==> config.mk <==
export PLATFORM = sky130hd
export DESIGN_NAME = multi_owner_suppression_lease_table
export DESIGN_NICKNAME = d
export VERILOG_FILES = /design/src/hw/rtl/mosl_pkg.sv /design/src/hw/rtl/mosl_table.sv /design/src/hw/rtl/mosl_ctrl.sv /design/src/hw/rtl/multi_owner_suppression_lease_table.sv
export SDC_FILE = /design/constraint.sdc
export NUM_CORES = 2
export LEC_CHECK = 0
export ABC_AREA = 1
export BUFFER_PORTS_ARGS = -buffer_cell sky130_fd_sc_hd__buf_2
export CAP_MARGIN = 20
export CORE_MARGIN = 2
export CORE_UTILIZATION = 23
export DETAILED_ROUTE_END_ITERATION = 7
export SETUP_SLACK_MARGIN = 0.15
export SYNTH_ARGS = -nofsm -noshare
export SYNTH_HDL_FRONTEND = slang
export SYNTH_SLANG_ARGS = --single-unit
==> constraint.sdc <==
create_clock -name aclk -period 11.7 [get_ports aclk]
set_input_delay 1.17 -clock aclk [delete_from_list [all_inputs] [get_ports aclk]]
set_output_delay 1.17 -clock aclk [all_outputs]
set_load 0.05 [all_outputs]
==> src/hw/rtl/mosl_pkg.sv <==
package mosl_pkg;

    localparam int BODY_W      = 32;
    localparam int FILT_W      = 32;
    localparam int OWNER_IDX_W = 2;
    localparam int CFG_IDX_W   = 1;
    localparam int CFG_DATA_W  = 32;
    localparam int IN_TDATA_W  = 72;
    localparam int OUT_TDATA_W = 48;

    localparam logic [CFG_IDX_W-1:0] CFG_SUPPRESS_MASK = 1'd0;
    localparam logic [CFG_IDX_W-1:0] CFG_INVALID_BODY  = 1'd1;

    localparam logic CMD_ACQUIRE = 1'b0;
    localparam logic CMD_RELEASE = 1'b1;

    localparam logic [BODY_W-1:0] INVALID_BODY_RESET = 32'h7FFF_FFFF;

    typedef enum logic [2:0] {
        ST_IDLE,
        ST_SCAN,
        ST_DRAIN,
        ST_FETCH,
        ST_APPLY
    } mosl_state_t;

    typedef struct packed {
        logic                   command;
        logic [BODY_W-1:0]      body_id;
        logic [OWNER_IDX_W-1:0] owner_index;
        logic [FILT_W-1:0]      current_filter;
    } mosl_req_t;

    // first member sits in the top bits, so ok lands in bit 0
    typedef struct packed {
        logic              table_full;
        logic [1:0]        lease_count;
        logic              was_suppressed_before;
        logic              fully_released;
        logic              already_held;
        logic              first_lease;
        logic              changed;
        logic [FILT_W-1:0] new_filter;
        logic              ok;
    } mosl_res_t;

    localparam int RES_W = $bits(mosl_res_t);

    typedef struct packed {
        logic wr_en;
        logic wr_all;
        logic clr_used;
    } mosl_wr_t;

endpackage

==> src/hw/rtl/mosl_table.sv <==
module mosl_table
    import mosl_pkg::*;
#(
    parameter int TABLE_ENTRIES = 16,
    parameter int OWNER_COUNT   = 3,
    parameter int IDX_W         = (TABLE_ENTRIES > 1) ? $clog2(TABLE_ENTRIES) : 1
) (
    input  logic                     aclk,
    input  logic                     aresetn,
    input  mosl_wr_t                 wr_ctl,
    input  logic [IDX_W-1:0]         wr_addr,
    input  logic [BODY_W-1:0]        wr_body,
    input  logic [FILT_W-1:0]        wr_filter,
    input  logic                     wr_was,
    input  logic [OWNER_COUNT-1:0]   wr_owners,
    input  logic [IDX_W-1:0]         rd_addr,
    output logic [BODY_W-1:0]        rd_body,
    output logic [FILT_W-1:0]        rd_filter,
    output logic                     rd_was,
    output logic [OWNER_COUNT-1:0]   rd_owners,
    output logic [TABLE_ENTRIES-1:0] used
);

    logic [BODY_W-1:0]      body_mem   [TABLE_ENTRIES];
    logic [FILT_W-1:0]      filter_mem [TABLE_ENTRIES];
    logic                   was_mem    [TABLE_ENTRIES];
    logic [OWNER_COUNT-1:0] owners_mem [TABLE_ENTRIES];

    logic [TABLE_ENTRIES-1:0] used_reg;
    logic [TABLE_ENTRIES-1:0] used_next;
    logic [BODY_W-1:0]        rd_body_reg;
    logic [FILT_W-1:0]        rd_filter_reg;
    logic                     rd_was_reg;
    logic [OWNER_COUNT-1:0]   rd_owners_reg;

    always_comb begin
        used_next = used_reg;
        if (wr_ctl.wr_en && wr_ctl.wr_all) begin
            used_next[wr_addr] = 1'b1;
        end
        if (wr_ctl.clr_used) begin
            used_next[wr_addr] = 1'b0;
        end
    end

    always_ff @(posedge aclk) begin
        if (!aresetn) begin
            used_reg <= '0;
        end else begin
            used_reg <= used_next;
        end
    end

    always_ff @(posedge aclk) begin
        if (wr_ctl.wr_en) begin
            owners_mem[wr_addr] <= wr_owners;
            if (wr_ctl.wr_all) begin
                body_mem[wr_addr]   <= wr_body;
                filter_mem[wr_addr] <= wr_filter;
                was_mem[wr_addr]    <= wr_was;
            end
        end
        rd_body_reg   <= body_mem[rd_addr];
        rd_filter_reg <= filter_mem[rd_addr];
        rd_was_reg    <= was_mem[rd_addr];
        rd_owners_reg <= owners_mem[rd_addr];
    end

    assign rd_body   = rd_body_reg;
    assign rd_filter = rd_filter_reg;
    assign rd_was    = rd_was_reg;
    assign rd_owners = rd_owners_reg;
    assign used      = used_reg;

endmodule

==> src/hw/rtl/mosl_ctrl.sv <==
module mosl_ctrl
    import mosl_pkg::*;
#(
    parameter int TABLE_ENTRIES = 16,
    parameter int OWNER_COUNT   = 3,
    parameter int IDX_W         = (TABLE_ENTRIES > 1) ? $clog2(TABLE_ENTRIES) : 1
) (
    input  logic                     aclk,
    input  logic                     aresetn,
    input  logic                     s_valid,
    output logic                     s_ready,
    input  mosl_req_t                req,
    input  logic [FILT_W-1:0]        suppress_mask,
    input  logic [BODY_W-1:0]        invalid_body,
    output logic                     m_valid,
    input  logic                     m_ready,
    output mosl_res_t                res,
    output mosl_wr_t                 wr_ctl,
    output logic [IDX_W-1:0]         wr_addr,
    output logic [BODY_W-1:0]        wr_body,
    output logic [FILT_W-1:0]        wr_filter,
    output logic                     wr_was,
    output logic [OWNER_COUNT-1:0]   wr_owners,
    output logic [IDX_W-1:0]         rd_addr,
    input  logic [BODY_W-1:0]        rd_body,
    input  logic [FILT_W-1:0]        rd_filter,
    input  logic                     rd_was,
    input  logic [OWNER_COUNT-1:0]   rd_owners,
    input  logic [TABLE_ENTRIES-1:0] used
);

    localparam logic [IDX_W-1:0] LAST_IDX = IDX_W'(TABLE_ENTRIES - 1);

    mosl_state_t state_reg, state_next;
    mosl_req_t   req_reg, req_next;
    logic [IDX_W-1:0] scan_idx_reg, scan_idx_next;
    logic [IDX_W-1:0] cmp_idx_reg, cmp_idx_next;
    logic             cmp_vld_reg, cmp_vld_next;
    logic             hit_reg, hit_next;
    logic [IDX_W-1:0] hit_idx_reg, hit_idx_next;
    logic             free_reg, free_next;
    logic [IDX_W-1:0] free_idx_reg, free_idx_next;
    logic             inval_reg, inval_next;
    logic             m_valid_reg, m_valid_next;
    mosl_res_t        res_reg, res_next;

    logic [BODY_W-1:0]      cmp_b;
    logic                   cmp_eq;
    logic [FILT_W-1:0]      supp;
    logic                   owner_ok;
    logic [OWNER_COUNT-1:0] owner_bit;
    logic [OWNER_COUNT-1:0] new_owners;
    logic                   new_was;
    logic                   apply_all;
    logic                   apply_own;
    logic                   apply_clr;
    mosl_res_t              apply_res;

    function automatic logic [1:0] lease_total(input logic [OWNER_COUNT-1:0] m);
        logic [3:0] n;
        n = '0;
        for (int b = 0; b < OWNER_COUNT; b++) begin
            n = n + 4'(m[b]);
        end
        return (n > 4'd3) ? 2'd3 : n[1:0];
    endfunction

    // shared comparator: table body during the scan, invalid id while fetching
    assign cmp_b  = (state_reg == ST_FETCH) ? invalid_body : rd_body;
    assign cmp_eq = (req_reg.body_id == cmp_b);

    always_comb begin
        supp      = req_reg.current_filter | suppress_mask;
        owner_ok  = (32'(req_reg.owner_index) < OWNER_COUNT);
        owner_bit = owner_ok ? (OWNER_COUNT'(1) << req_reg.owner_index) : '0;
        new_owners = rd_owners;
        new_was   = |(req_reg.current_filter & suppress_mask);
        apply_all = 1'b0;
        apply_own = 1'b0;
        apply_clr = 1'b0;
        apply_res = '0;
        apply_res.new_filter = req_reg.current_filter;
        if (req_reg.command == CMD_ACQUIRE) begin
            apply_res.new_filter = supp;
            if (owner_ok && !inval_reg) begin
                if (!hit_reg) begin
                    if (!free_reg) begin
                        apply_res.table_full = 1'b1;
                        apply_res.new_filter = req_reg.current_filter;
                    end else begin
                        apply_all  = 1'b1;
                        new_owners = owner_bit;
                        apply_res.ok                    = 1'b1;
                        apply_res.first_lease           = 1'b1;
                        apply_res.was_suppressed_before = new_was;
                        apply_res.lease_count           = lease_total(owner_bit);
                    end
                end else if (|(rd_owners & owner_bit)) begin
                    apply_res.ok                    = 1'b1;
                    apply_res.already_held          = 1'b1;
                    apply_res.new_filter            = req_reg.current_filter;
                    apply_res.was_suppressed_before = rd_was;
                    apply_res.lease_count           = lease_total(rd_owners);
                end else begin
                    apply_own  = 1'b1;
                    new_owners = rd_owners | owner_bit;
                    apply_res.ok                    = 1'b1;
                    apply_res.was_suppressed_before = rd_was;
                    apply_res.lease_count           = lease_total(rd_owners | owner_bit);
                end
            end
        end else if (owner_ok && hit_reg) begin
            new_owners = rd_owners & ~owner_bit;
            apply_res.ok                    = 1'b1;
            apply_res.was_suppressed_before = rd_was;
            apply_res.lease_count           = lease_total(new_owners);
            if (new_owners != '0) begin
                apply_own = 1'b1;
                apply_res.new_filter = supp;
            end else begin
                apply_clr = 1'b1;
                apply_res.fully_released = 1'b1;
                apply_res.new_filter     = rd_filter;
            end
        end
        apply_res.changed = (apply_res.new_filter != req_reg.current_filter);
    end

    always_comb begin
        state_next    = state_reg;
        req_next      = req_reg;
        scan_idx_next = scan_idx_reg;
        cmp_idx_next  = cmp_idx_reg;
        cmp_vld_next  = cmp_vld_reg;
        hit_next      = hit_reg;
        hit_idx_next  = hit_idx_reg;
        free_next     = free_reg;
        free_idx_next = free_idx_reg;
        inval_next    = inval_reg;
        res_next      = res_reg;
        m_valid_next  = m_valid_reg && !m_ready;
        rd_addr       = hit_idx_reg;
        wr_ctl        = '0;

        if (cmp_vld_reg && !hit_reg && used[cmp_idx_reg] && cmp_eq) begin
            hit_next     = 1'b1;
            hit_idx_next = cmp_idx_reg;
        end

        case (state_reg)
            ST_IDLE: begin
                if (s_valid) begin
                    req_next      = req;
                    scan_idx_next = '0;
                    cmp_vld_next  = 1'b0;
                    hit_next      = 1'b0;
                    free_next     = 1'b0;
                    state_next    = ST_SCAN;
                end
            end
            ST_SCAN: begin
                rd_addr      = scan_idx_reg;
                cmp_vld_next = 1'b1;
                cmp_idx_next = scan_idx_reg;
                if (!free_reg && !used[scan_idx_reg]) begin
                    free_next     = 1'b1;
                    free_idx_next = scan_idx_reg;
                end
                if (scan_idx_reg == LAST_IDX) begin
                    state_next = ST_DRAIN;
                end else begin
                    scan_idx_next = scan_idx_reg + 1'b1;
                end
            end
            ST_DRAIN: begin
                cmp_vld_next = 1'b0;
                state_next   = ST_FETCH;
            end
            ST_FETCH: begin
                inval_next = cmp_eq;
                state_next = ST_APPLY;
            end
            ST_APPLY: begin
                if (!m_valid_reg || m_ready) begin
                    wr_ctl.wr_en    = apply_all || apply_own;
                    wr_ctl.wr_all   = apply_all;
                    wr_ctl.clr_used = apply_clr;
                    res_next        = apply_res;
                    m_valid_next    = 1'b1;
                    state_next      = ST_IDLE;
                end
            end
            default: begin
                state_next = ST_IDLE;
            end
        endcase
    end

    always_ff @(posedge aclk) begin
        if (!aresetn) begin
            state_reg   <= ST_IDLE;
            cmp_vld_reg <= 1'b0;
            hit_reg     <= 1'b0;
            free_reg    <= 1'b0;
            m_valid_reg <= 1'b0;
        end else begin
            state_reg   <= state_next;
            cmp_vld_reg <= cmp_vld_next;
            hit_reg     <= hit_next;
            free_reg    <= free_next;
            m_valid_reg <= m_valid_next;
        end
    end

    always_ff @(posedge aclk) begin
        req_reg      <= req_next;
        scan_idx_reg <= scan_idx_next;
        cmp_idx_reg  <= cmp_idx_next;
        hit_idx_reg  <= hit_idx_next;
        free_idx_reg <= free_idx_next;
        inval_reg    <= inval_next;
        res_reg      <= res_next;
    end

    assign s_ready   = (state_reg == ST_IDLE);
    assign m_valid   = m_valid_reg;
    assign res       = res_reg;
    assign wr_addr   = hit_reg ? hit_idx_reg : free_idx_reg;
    assign wr_body   = req_reg.body_id;
    assign wr_filter = req_reg.current_filter;
    assign wr_was    = new_was;
    assign wr_owners = new_owners;

endmodule

==> src/hw/rtl/multi_owner_suppression_lease_table.sv <==
// Channel | Direction | Handshake          | Payload
// --------+-----------+--------------------+--------------------------------------------
// s_      | in        | s_tvalid/s_tready  | tuser command; tdata body, owner, filter
// m_      | out       | m_tvalid/m_tready  | tdata result flags, new filter, lease count
// cfg_    | in        | cfg_we             | cfg_addr register index, cfg_wdata value
//
// A request passes from acceptance to m_tvalid through the scan, which reads one
// entry a cycle through the single table read port into one shared 32-bit comparator,
// then drain, fetch of the matched entry and apply, which waits until the output register
// is free. s_tready is high only while idle, so the next request waits for this one's apply;
// a result held in the output register does not block the next request until its apply step.
// Reset is synchronous on aresetn low and clears all valid bits.
module multi_owner_suppression_lease_table
    import mosl_pkg::*;
#(
    parameter int TABLE_ENTRIES = 16,
    parameter int OWNER_COUNT   = 3
) (
    input  logic                   aclk,
    input  logic                   aresetn,
    input  logic                   s_tvalid,
    output logic                   s_tready,
    // body_id[31:0], owner_index[33:32], current_filter[65:34], zero pad
    input  logic [IN_TDATA_W-1:0]  s_tdata,
    // command[0]
    input  logic                   s_tuser,
    output logic                   m_tvalid,
    input  logic                   m_tready,
    // ok[0], new_filter[32:1], changed[33], first_lease[34], already_held[35],
    // fully_released[36], was_suppressed_before[37], lease_count[39:38],
    // table_full[40], zero pad
    output logic [OUT_TDATA_W-1:0] m_tdata,
    input  logic                   cfg_we,
    input  logic [CFG_IDX_W-1:0]   cfg_addr,
    input  logic [CFG_DATA_W-1:0]  cfg_wdata
);

    localparam int IDX_W = (TABLE_ENTRIES > 1) ? $clog2(TABLE_ENTRIES) : 1;

    logic [FILT_W-1:0] suppress_mask_reg;
    logic [BODY_W-1:0] invalid_body_reg;

    mosl_req_t req;
    mosl_res_t res;
    mosl_wr_t  wr_ctl;

    logic [IDX_W-1:0]         wr_addr;
    logic [BODY_W-1:0]        wr_body;
    logic [FILT_W-1:0]        wr_filter;
    logic                     wr_was;
    logic [OWNER_COUNT-1:0]   wr_owners;
    logic [IDX_W-1:0]         rd_addr;
    logic [BODY_W-1:0]        rd_body;
    logic [FILT_W-1:0]        rd_filter;
    logic                     rd_was;
    logic [OWNER_COUNT-1:0]   rd_owners;
    logic [TABLE_ENTRIES-1:0] used;

    always_ff @(posedge aclk) begin
        if (!aresetn) begin
            suppress_mask_reg <= '0;
            invalid_body_reg  <= INVALID_BODY_RESET;
        end else if (cfg_we) begin
            case (cfg_addr)
                CFG_SUPPRESS_MASK: suppress_mask_reg <= cfg_wdata[FILT_W-1:0];
                CFG_INVALID_BODY:  invalid_body_reg  <= cfg_wdata[BODY_W-1:0];
                default: begin
                end
            endcase
        end
    end

    assign req.command        = s_tuser;
    assign req.body_id        = s_tdata[BODY_W-1:0];
    assign req.owner_index    = s_tdata[BODY_W+OWNER_IDX_W-1:BODY_W];
    assign req.current_filter = s_tdata[BODY_W+OWNER_IDX_W+FILT_W-1:BODY_W+OWNER_IDX_W];

    assign m_tdata = {{(OUT_TDATA_W-RES_W){1'b0}}, res};

    mosl_ctrl #(
        .TABLE_ENTRIES(TABLE_ENTRIES),
        .OWNER_COUNT  (OWNER_COUNT),
        .IDX_W        (IDX_W)
    ) u_ctrl (
        .aclk         (aclk),
        .aresetn      (aresetn),
        .s_valid      (s_tvalid),
        .s_ready      (s_tready),
        .req          (req),
        .suppress_mask(suppress_mask_reg),
        .invalid_body (invalid_body_reg),
        .m_valid      (m_tvalid),
        .m_ready      (m_tready),
        .res          (res),
        .wr_ctl       (wr_ctl),
        .wr_addr      (wr_addr),
        .wr_body      (wr_body),
        .wr_filter    (wr_filter),
        .wr_was       (wr_was),
        .wr_owners    (wr_owners),
        .rd_addr      (rd_addr),
        .rd_body      (rd_body),
        .rd_filter    (rd_filter),
        .rd_was       (rd_was),
        .rd_owners    (rd_owners),
        .used         (used)
    );

    mosl_table #(
        .TABLE_ENTRIES(TABLE_ENTRIES),
        .OWNER_COUNT  (OWNER_COUNT),
        .IDX_W        (IDX_W)
    ) u_table (
        .aclk     (aclk),
        .aresetn  (aresetn),
        .wr_ctl   (wr_ctl),
        .wr_addr  (wr_addr),
        .wr_body  (wr_body),
        .wr_filter(wr_filter),
        .wr_was   (wr_was),
        .wr_owners(wr_owners),
        .rd_addr  (rd_addr),
        .rd_body  (rd_body),
        .rd_filter(rd_filter),
        .rd_was   (rd_was),
        .rd_owners(rd_owners),
        .used     (used)
    );

endmodule

==> results.txt <==
----------------------------------------------------
[Place]
  Placer Congestion ... 0.861
  Detail Placement HPWL ... 91700 µm
  Place WS ... 6.80 ns
  # placed instances ... 7800
  IO buf count ... 147

[Die]
  Die height ... 493 µm
  Die width ... 493 µm
  Boundary Pins ... 161
  Row cnt ... 179
  Die outline area ... 0.243 mm²
  Core footprint ... 0.238 mm²
  Initial standard-cell utilization of the core ... 23.1%

[Min path]
  Worst Hold Path Cells ... 2
  Launch point of the worst hold path ... invalid_body_reg[10]
  Worst hold-check path type ... reg -> reg
  Worst hold path endpoint ... invalid_body_reg[10]

[Critical path]
  Worst reg-to-reg path cell count ... 14
  Startpoint of the worst-slack reg-to-reg timing path ... u_ctrl.state_reg[2]
  WP data required ... 12.41 ns
  Element type at the critical path start ... register
  CP endpoint kind ... register
  Critical path class ... reg -> reg
  Worst EP arrival ... 5.26 ns
  Reg2Reg Capture Point ... u_table.rd_body[22]
  Setup slack of the most critical reg-to-reg path ... 7.15 ns
  Crit Path Max Fanout ... 118

[Clocking]
  Number of buffers inserted during clock tree synthesis ... 139
  Post-CTS resize count ... 0
  Buffers inserted during post-CTS setup optimization ... 0
  Total clock sinks ... 1368
  Clock transition at the registers of the reported paths ... 0.06 ns
  Number of hold-repair buffers added at the cts stage ... 0
  Count of H-tree levels built during CTS ... 4
  Clock tree from TritonCTS ... built
  Worst-case clock buffer depth ... 3
  Insertion delay of the later-clocked pin in the worst-skew pair ... 0.79 ns
  Master cell of the clock root buffer ... sky130_fd_sc_hd__clkbuf_16

[Detailed routing]
  Violation count after the first detailed-routing iteration ... 3850
  DRT Wirelength ... 163000 µm
  Vias ... 36.5k
  Mean routed wirelength per cell ... 20.2 µm
  DRT antenna net count ... 0
  DR vias/cell ... 4.52
  Total iterations of the first detailed-routing run ... 7
  DRC violation count after routing ... 0

[Synthesis]
  Mapped cell area ... 0.0551 mm²
  Synth Area in Simple Gates ... 12.3%
  Post-synthesis cell count ... 4697
  Fraction of the mapped netlist area in compound gates ... 11.7%
  Adder and majority cell fraction of the synthesized area ... 0.155%
  Largest family of logic cells by synthesized area ... simple AND/OR/NAND/NOR gates
  EDFF count, synth ... 1213
  Average footprint of a synthesized cell ... 11.7 µm²
  Synthesized-area fraction occupied by xor and xnor cells ... 0.461%
  Ys Warns ... 0
  Biggest area consumer among synthesized cells ... sky130_fd_sc_hd__edfxtp_1
  Area fraction of the dominant cell type after synthesis ... 66.2%
  Yosys cell types ... 42
  Multiplexer share of the synthesized area ... 0.0182%
  Yosys reg bits ... 1368
  Sequential-to-total area share from yosys stat ... 71.8%
  Cells taking the most area after synthesis ... sky130_fd_sc_hd__edfxtp_1 (66%), sky130_fd_sc_hd__nor2_1 (7.4%), sky130_fd_sc_hd__dfxtp_1 (5.6%)
  Top FF cell, synth ... sky130_fd_sc_hd__edfxtp_1
  Share of synthesized flip-flops with an asynchronous set or reset ... 0%

[Final layout]
  Number of nets in the finished design ... 4890
  Number of fill cells in the layout ... 24.4k
  Largest regs ... u_table.body_mem (512), u_table.filter_mem (512), u_table.owners_mem (48)
  Fraction of final layout cells sized beyond drive strength 1 ... 9.84%
  Synthesis-to-layout area growth ... 16.0%
  Number of cells in the finished layout apart from fillers ... 8071

[GRT]
  Wire length of the first global-routing pass ... 236000 µm
  Largest net degree at the start of global routing ... 226
  Number of antenna violations at the first check in global routing ... 39
  Overall fraction of global-route tracks in use ... 13.0%
  Vias in the first global route ... 34.3k
  Overall overflow remaining after global route ... 0

[STA]
  Final setup violating endpoints ... 0
  Final setup TNS ... 0 ns
  FMAX ... 220 MHz
  Number of failing hold endpoints at the final stage ... 0
  Max-Slew Margin vs Limit ... 26.2%
  Worst slew pin tran ... 1.11 ns
  Final Worst Setup Slack ... 7.15 ns
  Clock tree skew after final layout ... 0.0349 ns
  Unrepaired setup endpoints after global routing ... false
  Minimum period implied by the final worst setup slack ... 4.55 ns
  Max Transition Viols Final ... 0
  Final worst path period share ... 38.9%

[Job]
  Max-cap check violation count ... 0

[Power]
  Reported leakage power ... 21.3 nW
  PwrDens ... 178 mW/mm²
  VDD IR-drop max ... 0.153 mV

[Run status]
  Result of the run ... complete, no violations

----------------------------------------------------
cells in the mapped netlist, types with 13 or more instances:
library cell	number
sky130_fd_sc_hd__edfxtp_1	1213
sky130_fd_sc_hd__nor2_1	1080
sky130_fd_sc_hd__o21ai_0	619
sky130_fd_sc_hd__nand2_1	454
sky130_fd_sc_hd__o211ai_1	283
sky130_fd_sc_hd__clkbuf_1	169
sky130_fd_sc_hd__inv_1	163
sky130_fd_sc_hd__dfxtp_1	155
sky130_fd_sc_hd__nand3_1	151
sky130_fd_sc_hd__o21ai_1	114
sky130_fd_sc_hd__buf_2	60
sky130_fd_sc_hd__a21oi_1	41
sky130_fd_sc_hd__buf_4	36
sky130_fd_sc_hd__xor2_1	20
sky130_fd_sc_hd__buf_1	17
sky130_fd_sc_hd__inv_2	13
power breakdown:
part / switching [W] / total (W) / internal (W) / leakage [nW]
sequential: 0.000144 / 0.00562 / 0.00548 / 12.2
clock: 0.00192 / 0.00451 / 0.00259 / 2.24
combinational: 0.000892 / 0.00125 / 0.000361 / 6.82
total: 0.00296 / 0.0114 / 0.00842 / 21.3
cell families after synthesis:
family / Yosys count
AO/OA/AOI/OAI: 1107
other: 1
XOR/XNOR: 29
adder cells (fa/ha/maj): 5
AND/OR/NAND/NOR: 1724
flip-flops: 1368
multiplexers: 1
buffers and inverters: 462
worst max path at each step:
| stage | from | end |
|---|---|---|
| final | u_ctrl.state_reg[2] | u_table.rd_body[22] |
| after detailed placement | m_tready | u_table.body_mem[0][22] |
| after CTS | u_ctrl.state_reg[0] | u_table.rd_body[22] |
| after floorplan | m_tready | u_table.body_mem[10][0] |
| after global placement | m_tready | u_table.body_mem[10][18] |
| after global routing | u_ctrl.state_reg[0] | u_table.rd_body[18] |
area by class of cell:
cell class / instances / area, µm² / area share, %
flip-flops and latches: 1368 / 39500 / 61.9
multi-input cells: 2873 / 13700 / 21.5
well taps: 3167 / 3960 / 6.20
clock buffers: 195 / 3910 / 6.12
repair buffers: 216 / 1320 / 2.07
clock inverters: 60 / 704 / 1.10
inverters: 176 / 684 / 1.07
diodes: 16 / 40.0 / 0.0627
through the flow:
stage	hold slack, ns	power [W]	cell area [µm²]	utilization (%)
2_1_floorplan	0.437	0.00652	55100	-
3_3_place_gp	0.451	0.00695	59200	24.9
3_5_place_dp	0.456	0.00696	59200	24.9
4_1_cts	0.475	0.0115	63800	26.8
5_1_grt	0.505	0.0118	63900	26.8
6_report	0.476	0.0114	63900	26.9
routing by layer:
| metal | GRT usage, % | vias to the layer above | share of wire, % |
|---|---|---|---|
| li1 | - | 16833 | - |
| met4 | 7.01 | 16 | 5.1 |
| met2 | 21.4 | 1461 | 48 |
| met1 | 16.3 | 17832 | 40 |
| met5 | 0 | - | 0.055 |
| met3 | 2.18 | 338 | 6.6 |
critical path, stage by stage, from the launching register on:
cell and delay [ns]:
sky130_fd_sc_hd__dfxtp_1 0.32, sky130_fd_sc_hd__inv_1 0.12, sky130_fd_sc_hd__nand3_2 0.35, sky130_fd_sc_hd__nand2_1 0.24
sky130_fd_sc_hd__o21ai_4 0.07, sky130_fd_sc_hd__buf_4 0.34, sky130_fd_sc_hd__inv_8 0.56, sky130_fd_sc_hd__buf_4 0.73
sky130_fd_sc_hd__buf_4 0.80, sky130_fd_sc_hd__nor2_1 0.08, sky130_fd_sc_hd__nor2_1 0.10, sky130_fd_sc_hd__o21ai_0 0.11
sky130_fd_sc_hd__o211ai_1 0.13, sky130_fd_sc_hd__o211ai_1 0.12, sky130_fd_sc_hd__nand2_1 0.11
cells in the final DEF (no fill, tap or decap), drive strengths merged, types with 32 or more instances in the layout:
cell type / n
a21oi: 42
buf: 216
clkbuf: 195
clkinv: 32
dfxtp: 155
edfxtp: 1213
inv: 188
nand2: 459
nand3: 153
nor2: 1090
o211ai: 283
o21ai: 736
No activity file was read; power rests on OpenSTA's default activity.
